[config.mk]
export PLATFORM = sky130hd
export DESIGN_NAME = burst_byte_ring_buffer
export DESIGN_NICKNAME = d
export VERILOG_FILES = /design/src/design/bbrb_pkg.sv /design/src/design/bbrb_ctrl.sv /design/src/design/bbrb_dp.sv /design/src/design/burst_byte_ring_buffer.sv
export SDC_FILE = /design/constraint.sdc
export NUM_CORES = 2
export LEC_CHECK = 0
export BUFFER_PORTS_ARGS = -buffer_cell sky130_fd_sc_hd__buf_4
export CAP_MARGIN = 20
export CORE_ASPECT_RATIO = 1.4
export CORE_MARGIN = 2
export CORE_UTILIZATION = 27
export CTS_CLUSTER_SIZE = 12
export DETAILED_ROUTE_END_ITERATION = 16
export MAX_ROUTING_LAYER = met4
export PLACE_DENSITY = 0.41
export SLEW_MARGIN = 30
export SYNTH_ARGS = -nofsm -noshare
export SYNTH_HDL_FRONTEND = slang
export SYNTH_SLANG_ARGS = --single-unit
[constraint.sdc]
create_clock -name clk -period 13.2 [get_ports clk]
set_clock_uncertainty 0.2 [all_clocks]
set_input_delay 1.32 -clock clk [delete_from_list [all_inputs] [get_ports clk]]
set_output_delay 1.32 -clock clk [all_outputs]
set_load 0.03 [all_outputs]
[src/design/bbrb_pkg.sv]
`default_nettype none
// ----------------------------------------------------------------------------
// bbrb_pkg
// Shared types and constants for the burst byte ring buffer: item layouts,
// result status codes, controller states and the command/status bundles.
// ----------------------------------------------------------------------------
package bbrb_pkg;

	// default sizing
	localparam int DEPTH_DEF     = 256;
	localparam int MAX_BURST_DEF = 64;
	localparam int CAP_RESET     = 256;
	localparam int CAP_W         = 9;

	// input command codes
	localparam logic CMD_WRITE = 1'b0;
	localparam logic CMD_READ  = 1'b1;

	// result status codes
	typedef enum logic [1:0] {
		ST_RD_DATA     = 2'd0,
		ST_RD_REFUSED  = 2'd1,
		ST_WR_ACCEPTED = 2'd2,
		ST_WR_REFUSED  = 2'd3
	} status_t;

	// input item
	typedef struct packed {
		logic       command;
		logic       burst_first;
		logic [6:0] burst_len;
		logic [7:0] data_byte;
	} in_item_t;

	// result item
	typedef struct packed {
		logic [7:0] read_byte;
		status_t    status;
		logic       last;
	} out_item_t;

	// controller states
	typedef enum logic {
		S_IDLE,
		S_READ
	} state_t;

	// controller to datapath
	typedef struct packed {
		logic wr_item;    // take a write item and post its result
		logic rd_start;   // take a read request that can be served
		logic rd_refuse;  // take a read request that cannot be served
		logic rd_issue;   // read one stored byte into the fetch stage
		logic s1_to_out;  // move the fetched byte into the output register
	} dp_cmd_t;

	// datapath to controller
	typedef struct packed {
		logic read_ok;
		logic rd_rem_zero;
		logic s1_valid;
		logic out_valid;
	} dp_stat_t;

endpackage

`default_nettype wire

[src/design/bbrb_ctrl.sv]
`default_nettype none
// ----------------------------------------------------------------------------
// bbrb_ctrl
// Controller state machine: accepts items while idle, then sequences the
// byte fetches of a counted read until the last byte has left the fetch stage.
// ----------------------------------------------------------------------------
module bbrb_ctrl (
	input  wire              clk,
	input  wire              arst_n,
	input  wire              in_valid,
	input  wire              in_command,
	output logic             in_ready,
	input  wire              out_ready,
	input  bbrb_pkg::dp_stat_t stat,
	output bbrb_pkg::dp_cmd_t  cmd
);
	import bbrb_pkg::*;

	state_t state_q;
	state_t state_nxt;
	logic   out_free;
	logic   in_acc;

	assign out_free = !stat.out_valid || out_ready;
	assign in_acc   = in_valid && in_ready;

	// state register
	always_ff @(posedge clk or negedge arst_n) begin
		if (!arst_n) begin
			state_q <= S_IDLE;
		end else begin
			state_q <= state_nxt;
		end
	end

	// next state
	always_comb begin
		state_nxt = state_q;
		unique case (state_q)
			S_IDLE: begin
				if (in_acc && (in_command == CMD_READ) && stat.read_ok) begin
					state_nxt = S_READ;
				end
			end
			S_READ: begin
				if (stat.rd_rem_zero && !stat.s1_valid) begin
					state_nxt = S_IDLE;
				end
			end
			default: state_nxt = S_IDLE;
		endcase
	end

	// outputs
	always_comb begin
		in_ready = 1'b0;
		cmd      = '0;
		unique case (state_q)
			S_IDLE: begin
				in_ready      = out_free;
				cmd.wr_item   = in_acc && (in_command == CMD_WRITE);
				cmd.rd_start  = in_acc && (in_command == CMD_READ) && stat.read_ok;
				cmd.rd_refuse = in_acc && (in_command == CMD_READ) && !stat.read_ok;
			end
			S_READ: begin
				cmd.s1_to_out = stat.s1_valid && out_free;
				cmd.rd_issue  = !stat.rd_rem_zero && (!stat.s1_valid || out_free);
			end
			default: begin
				in_ready = 1'b0;
			end
		endcase
	end

`ifndef SYNTHESIS
	// the fetch stage is drained whenever new items are taken
	a_idle_s1_empty: assert property (@(posedge clk) disable iff (!arst_n)
		(state_q == S_IDLE) |-> !stat.s1_valid)
		else $error("fetch stage holds a byte while idle");

	// a served read always enters the read sequence
	a_start_to_read: assert property (@(posedge clk) disable iff (!arst_n)
		cmd.rd_start |=> (state_q == S_READ))
		else $error("read start did not enter read state");

	// no fetch beyond the requested count
	a_issue_count: assert property (@(posedge clk) disable iff (!arst_n)
		cmd.rd_issue |-> !stat.rd_rem_zero)
		else $error("byte fetch with no bytes remaining");
`endif

endmodule

`default_nettype wire

[src/design/bbrb_dp.sv]
`default_nettype none
// ----------------------------------------------------------------------------
// bbrb_dp
// Datapath: byte storage, ring pointers, fill count, burst bookkeeping,
// the registered fetch stage for reads and the output register.
// ----------------------------------------------------------------------------
module bbrb_dp #(
	parameter int DEPTH     = bbrb_pkg::DEPTH_DEF,
	parameter int MAX_BURST = bbrb_pkg::MAX_BURST_DEF
) (
	input  wire                      clk,
	input  wire                      arst_n,
	input  wire                      cfg_wr_en,
	input  wire [bbrb_pkg::CAP_W-1:0] cfg_wr_data,
	input  bbrb_pkg::in_item_t       in_data,
	input  wire                      out_ready,
	input  bbrb_pkg::dp_cmd_t        cmd,
	output bbrb_pkg::dp_stat_t       stat,
	output logic                     out_valid,
	output bbrb_pkg::out_item_t      out_data
);
	import bbrb_pkg::*;

	localparam int PTR_W       = $clog2(DEPTH);
	localparam int CNT_W       = $clog2(DEPTH + 1);
	localparam int RESET_SLOTS = (CAP_RESET > DEPTH) ? DEPTH : CAP_RESET;

	logic [7:0]       mem [DEPTH];

	logic [CNT_W-1:0] slots_q;
	logic [PTR_W-1:0] wp_q;
	logic [PTR_W-1:0] rp_q;
	logic [CNT_W-1:0] fill_q;
	logic [6:0]       brem_q;
	logic             bacc_q;
	logic [6:0]       rd_rem_q;

	logic [7:0]       rdata_s1;
	logic             valid_s1;
	logic             last_s1;

	logic             out_valid_q;
	out_item_t        out_q;

	logic [CNT_W-1:0] cfg_slots;
	logic             len_ok;
	logic             first_acc;
	logic             store;
	logic [CNT_W:0]   wp_inc;
	logic [CNT_W:0]   rp_inc;
	logic [PTR_W-1:0] wp_nxt;
	logic [PTR_W-1:0] rp_nxt;
	logic             wr_good;
	out_item_t        wr_res;

	// capacity clipped into 1..DEPTH
	always_comb begin
		if (cfg_wr_data == '0) begin
			cfg_slots = CNT_W'(1);
		end else if (32'(cfg_wr_data) > 32'(DEPTH)) begin
			cfg_slots = CNT_W'(DEPTH);
		end else begin
			cfg_slots = CNT_W'(cfg_wr_data);
		end
	end

	// length and space checks
	assign len_ok    = (in_data.burst_len != '0) &&
	                   (32'(in_data.burst_len) <= 32'(MAX_BURST));
	assign first_acc = len_ok &&
	                   (32'(in_data.burst_len) <= (32'(slots_q) - 32'(fill_q)));

	// decide what a write item does
	always_comb begin
		if (in_data.burst_first) begin
			wr_good = first_acc;
		end else if (brem_q == '0) begin
			wr_good = 1'b0;
		end else begin
			wr_good = bacc_q && (fill_q < slots_q);
		end
	end
	assign store = cmd.wr_item && wr_good;

	always_comb begin
		wr_res           = '0;
		wr_res.read_byte = '0;
		wr_res.status    = wr_good ? ST_WR_ACCEPTED : ST_WR_REFUSED;
		wr_res.last      = 1'b1;
	end

	// pointer wrap at the capacity in use
	assign wp_inc = (CNT_W + 1)'(wp_q) + (CNT_W + 1)'(1);
	assign rp_inc = (CNT_W + 1)'(rp_q) + (CNT_W + 1)'(1);
	assign wp_nxt = (wp_inc >= (CNT_W + 1)'(slots_q)) ? '0 : wp_inc[PTR_W-1:0];
	assign rp_nxt = (rp_inc >= (CNT_W + 1)'(slots_q)) ? '0 : rp_inc[PTR_W-1:0];

	// ring state and burst bookkeeping
	always_ff @(posedge clk or negedge arst_n) begin
		if (!arst_n) begin
			slots_q  <= CNT_W'(RESET_SLOTS);
			wp_q     <= '0;
			rp_q     <= '0;
			fill_q   <= '0;
			brem_q   <= '0;
			bacc_q   <= 1'b0;
			rd_rem_q <= '0;
		end else if (cfg_wr_en) begin
			slots_q  <= cfg_slots;
			wp_q     <= '0;
			rp_q     <= '0;
			fill_q   <= '0;
			brem_q   <= '0;
			bacc_q   <= 1'b0;
			rd_rem_q <= '0;
		end else begin
			if (cmd.wr_item) begin
				if (in_data.burst_first) begin
					brem_q <= len_ok ? (in_data.burst_len - 7'd1) : '0;
					bacc_q <= first_acc;
				end else if (brem_q == '0) begin
					bacc_q <= 1'b0;
				end else begin
					brem_q <= brem_q - 7'd1;
					if (brem_q == 7'd1) begin
						bacc_q <= 1'b0;
					end
				end
			end
			if (store) begin
				wp_q   <= wp_nxt;
				fill_q <= fill_q + CNT_W'(1);
			end
			if (cmd.rd_start) begin
				rd_rem_q <= in_data.burst_len;
				fill_q   <= fill_q - CNT_W'(in_data.burst_len);
			end
			if (cmd.rd_issue) begin
				rd_rem_q <= rd_rem_q - 7'd1;
				rp_q     <= rp_nxt;
			end
		end
	end

	// byte storage
	always_ff @(posedge clk) begin
		if (store) begin
			mem[wp_q] <= in_data.data_byte;
		end
	end

	always_ff @(posedge clk) begin
		if (cmd.rd_issue) begin
			rdata_s1 <= mem[rp_q];
			last_s1  <= (rd_rem_q == 7'd1);
		end
	end

	// fetch stage occupancy
	always_ff @(posedge clk or negedge arst_n) begin
		if (!arst_n) begin
			valid_s1 <= 1'b0;
		end else if (cmd.rd_issue) begin
			valid_s1 <= 1'b1;
		end else if (cmd.s1_to_out) begin
			valid_s1 <= 1'b0;
		end
	end

	// output register
	always_ff @(posedge clk or negedge arst_n) begin
		if (!arst_n) begin
			out_valid_q <= 1'b0;
		end else if (cmd.s1_to_out || cmd.wr_item || cmd.rd_refuse) begin
			out_valid_q <= 1'b1;
		end else if (out_ready) begin
			out_valid_q <= 1'b0;
		end
	end

	always_ff @(posedge clk) begin
		priority if (cmd.s1_to_out) begin
			out_q.read_byte <= rdata_s1;
			out_q.status    <= ST_RD_DATA;
			out_q.last      <= last_s1;
		end else if (cmd.wr_item) begin
			out_q <= wr_res;
		end else if (cmd.rd_refuse) begin
			out_q.read_byte <= '0;
			out_q.status    <= ST_RD_REFUSED;
			out_q.last      <= 1'b1;
		end
	end

	// status back to the controller
	assign stat.read_ok     = len_ok && (32'(in_data.burst_len) <= 32'(fill_q));
	assign stat.rd_rem_zero = (rd_rem_q == '0);
	assign stat.s1_valid    = valid_s1;
	assign stat.out_valid   = out_valid_q;

	assign out_valid = out_valid_q;
	assign out_data  = out_q;

`ifndef SYNTHESIS
	// the ring never holds more than its capacity
	a_fill_bound: assert property (@(posedge clk) disable iff (!arst_n)
		fill_q <= slots_q)
		else $error("fill count above capacity");

	// both pointers stay inside the slots in use
	a_ptr_bound: assert property (@(posedge clk) disable iff (!arst_n)
		((CNT_W + 1)'(wp_q) < (CNT_W + 1)'(slots_q)) &&
		((CNT_W + 1)'(rp_q) < (CNT_W + 1)'(slots_q)))
		else $error("ring pointer outside capacity");

	// a fetch never overwrites a byte that has not moved on
	a_no_s1_overwrite: assert property (@(posedge clk) disable iff (!arst_n)
		(cmd.rd_issue && valid_s1) |-> cmd.s1_to_out)
		else $error("fetch stage overwritten");
`endif

endmodule

`default_nettype wire

[src/design/burst_byte_ring_buffer.sv]
`default_nettype none
// ----------------------------------------------------------------------------
// burst_byte_ring_buffer
// Byte ring buffer with all-or-nothing write bursts and counted reads.
// ----------------------------------------------------------------------------
// Usage:
//  in_valid/in_ready carry one item: a write byte of a burst or a read request.
//  out_valid/out_ready carry results. Each write item gives one result, with
//  status accepted or refused, in the cycle after it is taken; write items
//  can be taken one per cycle while the receiver keeps up.
//  A read request that can be served gives burst_len bytes, oldest first, the
//  last one marked. Each byte is read from storage into the fetch register
//  and then moves into the output register; bytes follow one per cycle
//  while the receiver keeps up. No new item is taken until all bytes of a
//  read have left the fetch stage. A read that cannot be served gives one
//  refusal result.
//  cfg_wr_en/cfg_wr_data set the capacity and empty the ring; write only
//  while idle. Reset empties the ring; capacity becomes min(256, DEPTH).
//  When the receiver stalls, the output register holds its result; the block
//  takes no items and fetches no byte beyond the one in the fetch stage.
// ----------------------------------------------------------------------------
module burst_byte_ring_buffer #(
	parameter int DEPTH     = bbrb_pkg::DEPTH_DEF,
	parameter int MAX_BURST = bbrb_pkg::MAX_BURST_DEF
) (
	input  wire                       clk,
	input  wire                       arst_n,
	input  wire                       cfg_wr_en,
	input  wire [bbrb_pkg::CAP_W-1:0] cfg_wr_data,
	input  wire                       in_valid,
	output logic                      in_ready,
	input  bbrb_pkg::in_item_t        in_data,
	output logic                      out_valid,
	input  wire                       out_ready,
	output bbrb_pkg::out_item_t       out_data
);
	import bbrb_pkg::*;

	dp_cmd_t  cmd;
	dp_stat_t stat;

	// sequencing
	bbrb_ctrl u_ctrl (
		.clk        (clk),
		.arst_n     (arst_n),
		.in_valid   (in_valid),
		.in_command (in_data.command),
		.in_ready   (in_ready),
		.out_ready  (out_ready),
		.stat       (stat),
		.cmd        (cmd)
	);

	// storage and bookkeeping
	bbrb_dp #(
		.DEPTH     (DEPTH),
		.MAX_BURST (MAX_BURST)
	) u_dp (
		.clk         (clk),
		.arst_n      (arst_n),
		.cfg_wr_en   (cfg_wr_en),
		.cfg_wr_data (cfg_wr_data),
		.in_data     (in_data),
		.out_ready   (out_ready),
		.cmd         (cmd),
		.stat        (stat),
		.out_valid   (out_valid),
		.out_data    (out_data)
	);

endmodule

`default_nettype wire
==> impl_metrics.py <==
metrics = {
    "clocking": {
        "clock_latency_ps": 890,
        "cts_resized": 0,
        "path_clk_slew_ps": 60,
        "cts_buffer_depth": 4,
        "h-tree-depth": 4,
        "cts.sinks": 2120,
        "root_buffer": "clkbuf_16",
        "cts_tree": "built",
        "cts_buffers": 215,
        "cts_hold_buf": 0,
        "postCtsSetupRepairBufs": 0,
    },
    "route": {
        "routed_via_density": 4.88,
        "drt-total-wl_um": 267000,
        "wl_per_cell_um": 29.8,
        "vias": 43700,
        "drtPass1Iterations": 5,
        "drc": 0,
        "drtIter0Drc": 3663,
        "antenna_left": 0,
    },
    "timing": {
        "timing.final.crit_share": 0.451,
        "hold_viol": 0,
        "drv_slew": 0,
        "hold_slack_ps": 303,
        "worst_pin_slew_ps": 1060,
        "setup_violations": 0,
        "grt_setup_unrepaired": "no",
        "period_needed_ps": 5950,
        "max_freq_ghz": 0.168,
        "slew-limit-headroom": 0.295,
        "tns_ps": 0,
    },
    "yosys": {
        "synth.top_cell.area_share": 0.726,
        "yosys_warnings": 0,
        "async_flop_share": 0.0245,
        "ys_top_cells_by_area": "edfxtp_1 (73%), mux4_2 (8.8%), mux2i_1 (4.4%)",
        "ys_seq_area_frac": 0.742,
        "synthTopCellsByCount": "edfxtp_1 (2066), mux2i_1 (377), nor2_1 (342), mux4_2 (335), a21oi_1 (140)",
        "ys_seq_elements": 2120,
        "yosysUniqueCellTypes": 84,
        "synth_most_common_cell": "edfxtp_1",
        "syn-num-nets": 4657,
        "syn_area_per_cell_um2": 18.7,
        "synth_top_area_cell": "edfxtp_1",
        "synth_ff_type": "edfxtp_1",
        "syn_inst": 4570,
        "synth_enable_flop_cells": 2066,
        "syn_area_um2": 85400,
    },
    "grt": {
        "grt_pass1_wl_um": 374000,
        "grt_pass1_vias": 45500,
        "grt_overflow": 0,
        "grt_usage": 0.168,
        "grt_max_degree": 134,
        "antenna_found_initial": 10,
    },
    "place": {
        "numPortBuffers": 43,
        "gp_congestion": 0.842,
        "dp_hpwl_um": 164000,
    },
    "setup_path": {
        "cp-end-kind": "flop",
        "worst_setup_path_start_kind": "flop",
        "cp_num_buf_inv": 2,
        "worstPathCellList": "ha_1, inv_1, fa_1, a21o_1, a21oi_1, xor2_1, ha_1, nand4_1, a21oi_1, nor4_1, nor2_1, a41o_1, a21oi_4, buf_4, nand4b_1, nor2_1",
        "critPathRequiredTime_ps": 13470,
        "worst-path-max-fanout": 32,
        "slowest_stage": "nor2_1",
        "cpLargestDelayFamily": "simple AND/OR/NAND/NOR gates",
        "critPathMaxStageDelay_ps": 920,
        "criticalPathCategory": "reg2reg",
        "cp.arrival_ps": 6220,
    },
    "floorplanning": {
        "fp.coreArea_um2": 315000,
        "die_h_um": 670,
        "rows": 244,
        "io_pins": 44,
        "die_w_um": 479,
        "design.die.area_um2": 321000,
        "initial_core_util": 0.271,
    },
    "final_layout": {
        "drive_above_1_share": 0.168,
        "fin_nets": 4752,
        "syn_to_final_growth_pct": 13.2,
    },
    "power_and_ir_drop": {
        "p_leak_nw": 28.4,
        "powerDensity_nw_per_um2": 139,
        "ir_drop_v": 0.000104,
    },
    "worst_hold_path": {
        "hold_path.class": "reg2reg",
    },
    "run": {
        "cap_violations": 0,
    },
    "status": {
        "status": "finished clean",
    },
}
## final timing paths
kind | startpoint | end | slack, ps | cells past startpoint
worst max-delay path | u_dp.fill_q[0] | u_dp.mem[115][7] | 7250 | 16
worst min-delay path | u_dp.rdata_s1[5] | u_dp.out_data[8] | 300 | 1
worst max register to register | u_dp.fill_q[0] | u_dp.mem[115][7] | 7250 | 16
worst min register to register | u_dp.rdata_s1[5] | u_dp.out_data[8] | 300 | 1
max in group asynchronous | arst_n | u_dp.rp_q[1] | 11810 | 1
min in group asynchronous | arst_n | u_dp.slots_q[7] | 330 | 1
## stage by stage
step / power (mW) / cell area [um2] / worst slack, ps / instances / utilization
2_1_floorplan: 7.77 / 85400 / 8940 / 4570 / -
3_5_place_dp: 8.01 / 90400 / 7060 / 8623 / 0.287
4_1_cts: 13.6 / 96500 / 7030 / 8943 / 0.306
5_1_grt: 13.9 / 96600 / 6940 / 8952 / 0.307
6_report: 13.5 / 96700 / 7250 / 8955 / 0.307
3_3_place_gp: 8.01 / 90300 / 6870 / 8618 / 0.287
## final cells by class
type,count,area [um2]
fillers,30600,218000
flip-flops and latches,2120,63400
multi-input cells,2133,20300
clock buffers,282,5770
well taps,4182,5230
repair buffers,145,1420
clock inverters,38,280
inverters,50,195
diodes,5,12.5
## cells by family (layout without fill, tap and decap cells)
group,after synthesis,count (layout),synth area share
buffers and inverters,317,515,0.0227
muxes,723,723,0.136
AOI/OAI and AO/OA,588,588,0.0479
adders and majority gates,56,56,0.00838
other,0,5,0
DFF,2120,2120,0.742
and+or+nand+nor,735,735,0.0398
xor gates and xnor gates,31,31,0.00327
## power by group
group	total (mW)	switching [mW]	internal, mW
Combinational	0.439	0.310	0.130
Sequential	7.42	0.0206	7.40
Clock	5.61	2.53	3.08
Total	13.5	2.86	10.6
## placed cells by master, fill, tap and decap left out, drive strengths merged, types with 7 or more instances in the layout
| cell type | instances |
|---|---|
| nand2b | 12 |
| xor2 | 8 |
| buf | 143 |
| ha | 54 |
| inv | 53 |
| nand2 | 116 |
| nor2b | 15 |
| mux2i | 377 |
| edfxtp | 2066 |
| a221oi | 7 |
| clkinv | 31 |
| o21a | 10 |
| o31ai | 12 |
| o22ai | 61 |
| o221ai | 140 |
| clkbuf | 284 |
| o21ai | 66 |
| mux4 | 346 |
| nand4 | 17 |
| a311oi | 9 |
| a21oi | 142 |
| a22oi | 47 |
| or4 | 10 |
| a21o | 12 |
| or3 | 9 |
| nor4 | 22 |
| xnor2 | 23 |
| a32oi | 8 |
| a31oi | 9 |
| and2 | 17 |
| nand3 | 45 |
| nand3b | 10 |
| nor3 | 90 |
| a211oi | 21 |
| dfrtp | 51 |
| o211ai | 13 |
| nor2 | 352 |
## worst reg2reg max path: cells and delay by family, from the launching register on
kind	cells	cell delay (ps)
AO/OA/AOI/OAI	5	910
XOR/XNOR	1	180
adder cells (fa/ha/maj)	3	900
buffers and inverters	2	660
flip-flops	1	450
AND/OR/NAND/NOR	5	2280
## metal layers
metal | track usage | wire, um | vias up
met3 | 0.0189 | 9550 | 394
met1 | 0.202 | 109000 | 23400
met4 | 0.0551 | 9620 | 0
met5 | - | 0 | -
met2 | 0.292 | 139000 | 1037
li1 | - | - | 18800
## registers in the layout, indices dropped and copies added, names as in the netlist
register	cells
u_dp.last_s1	1
u_dp.mem	2048
u_dp.rp_q	8
u_dp.brem_q	7
u_dp.out_valid	1
u_dp.out_data	11
u_dp.slots_q	9
u_dp.fill_q	9
u_ctrl.state_q	1
u_dp.bacc_q	1
u_dp.valid_s1	1
u_dp.rdata_s1	8
u_dp.wp_q	8
u_dp.rd_rem_q	7
No activity file was read; power rests on OpenSTA's default activity.
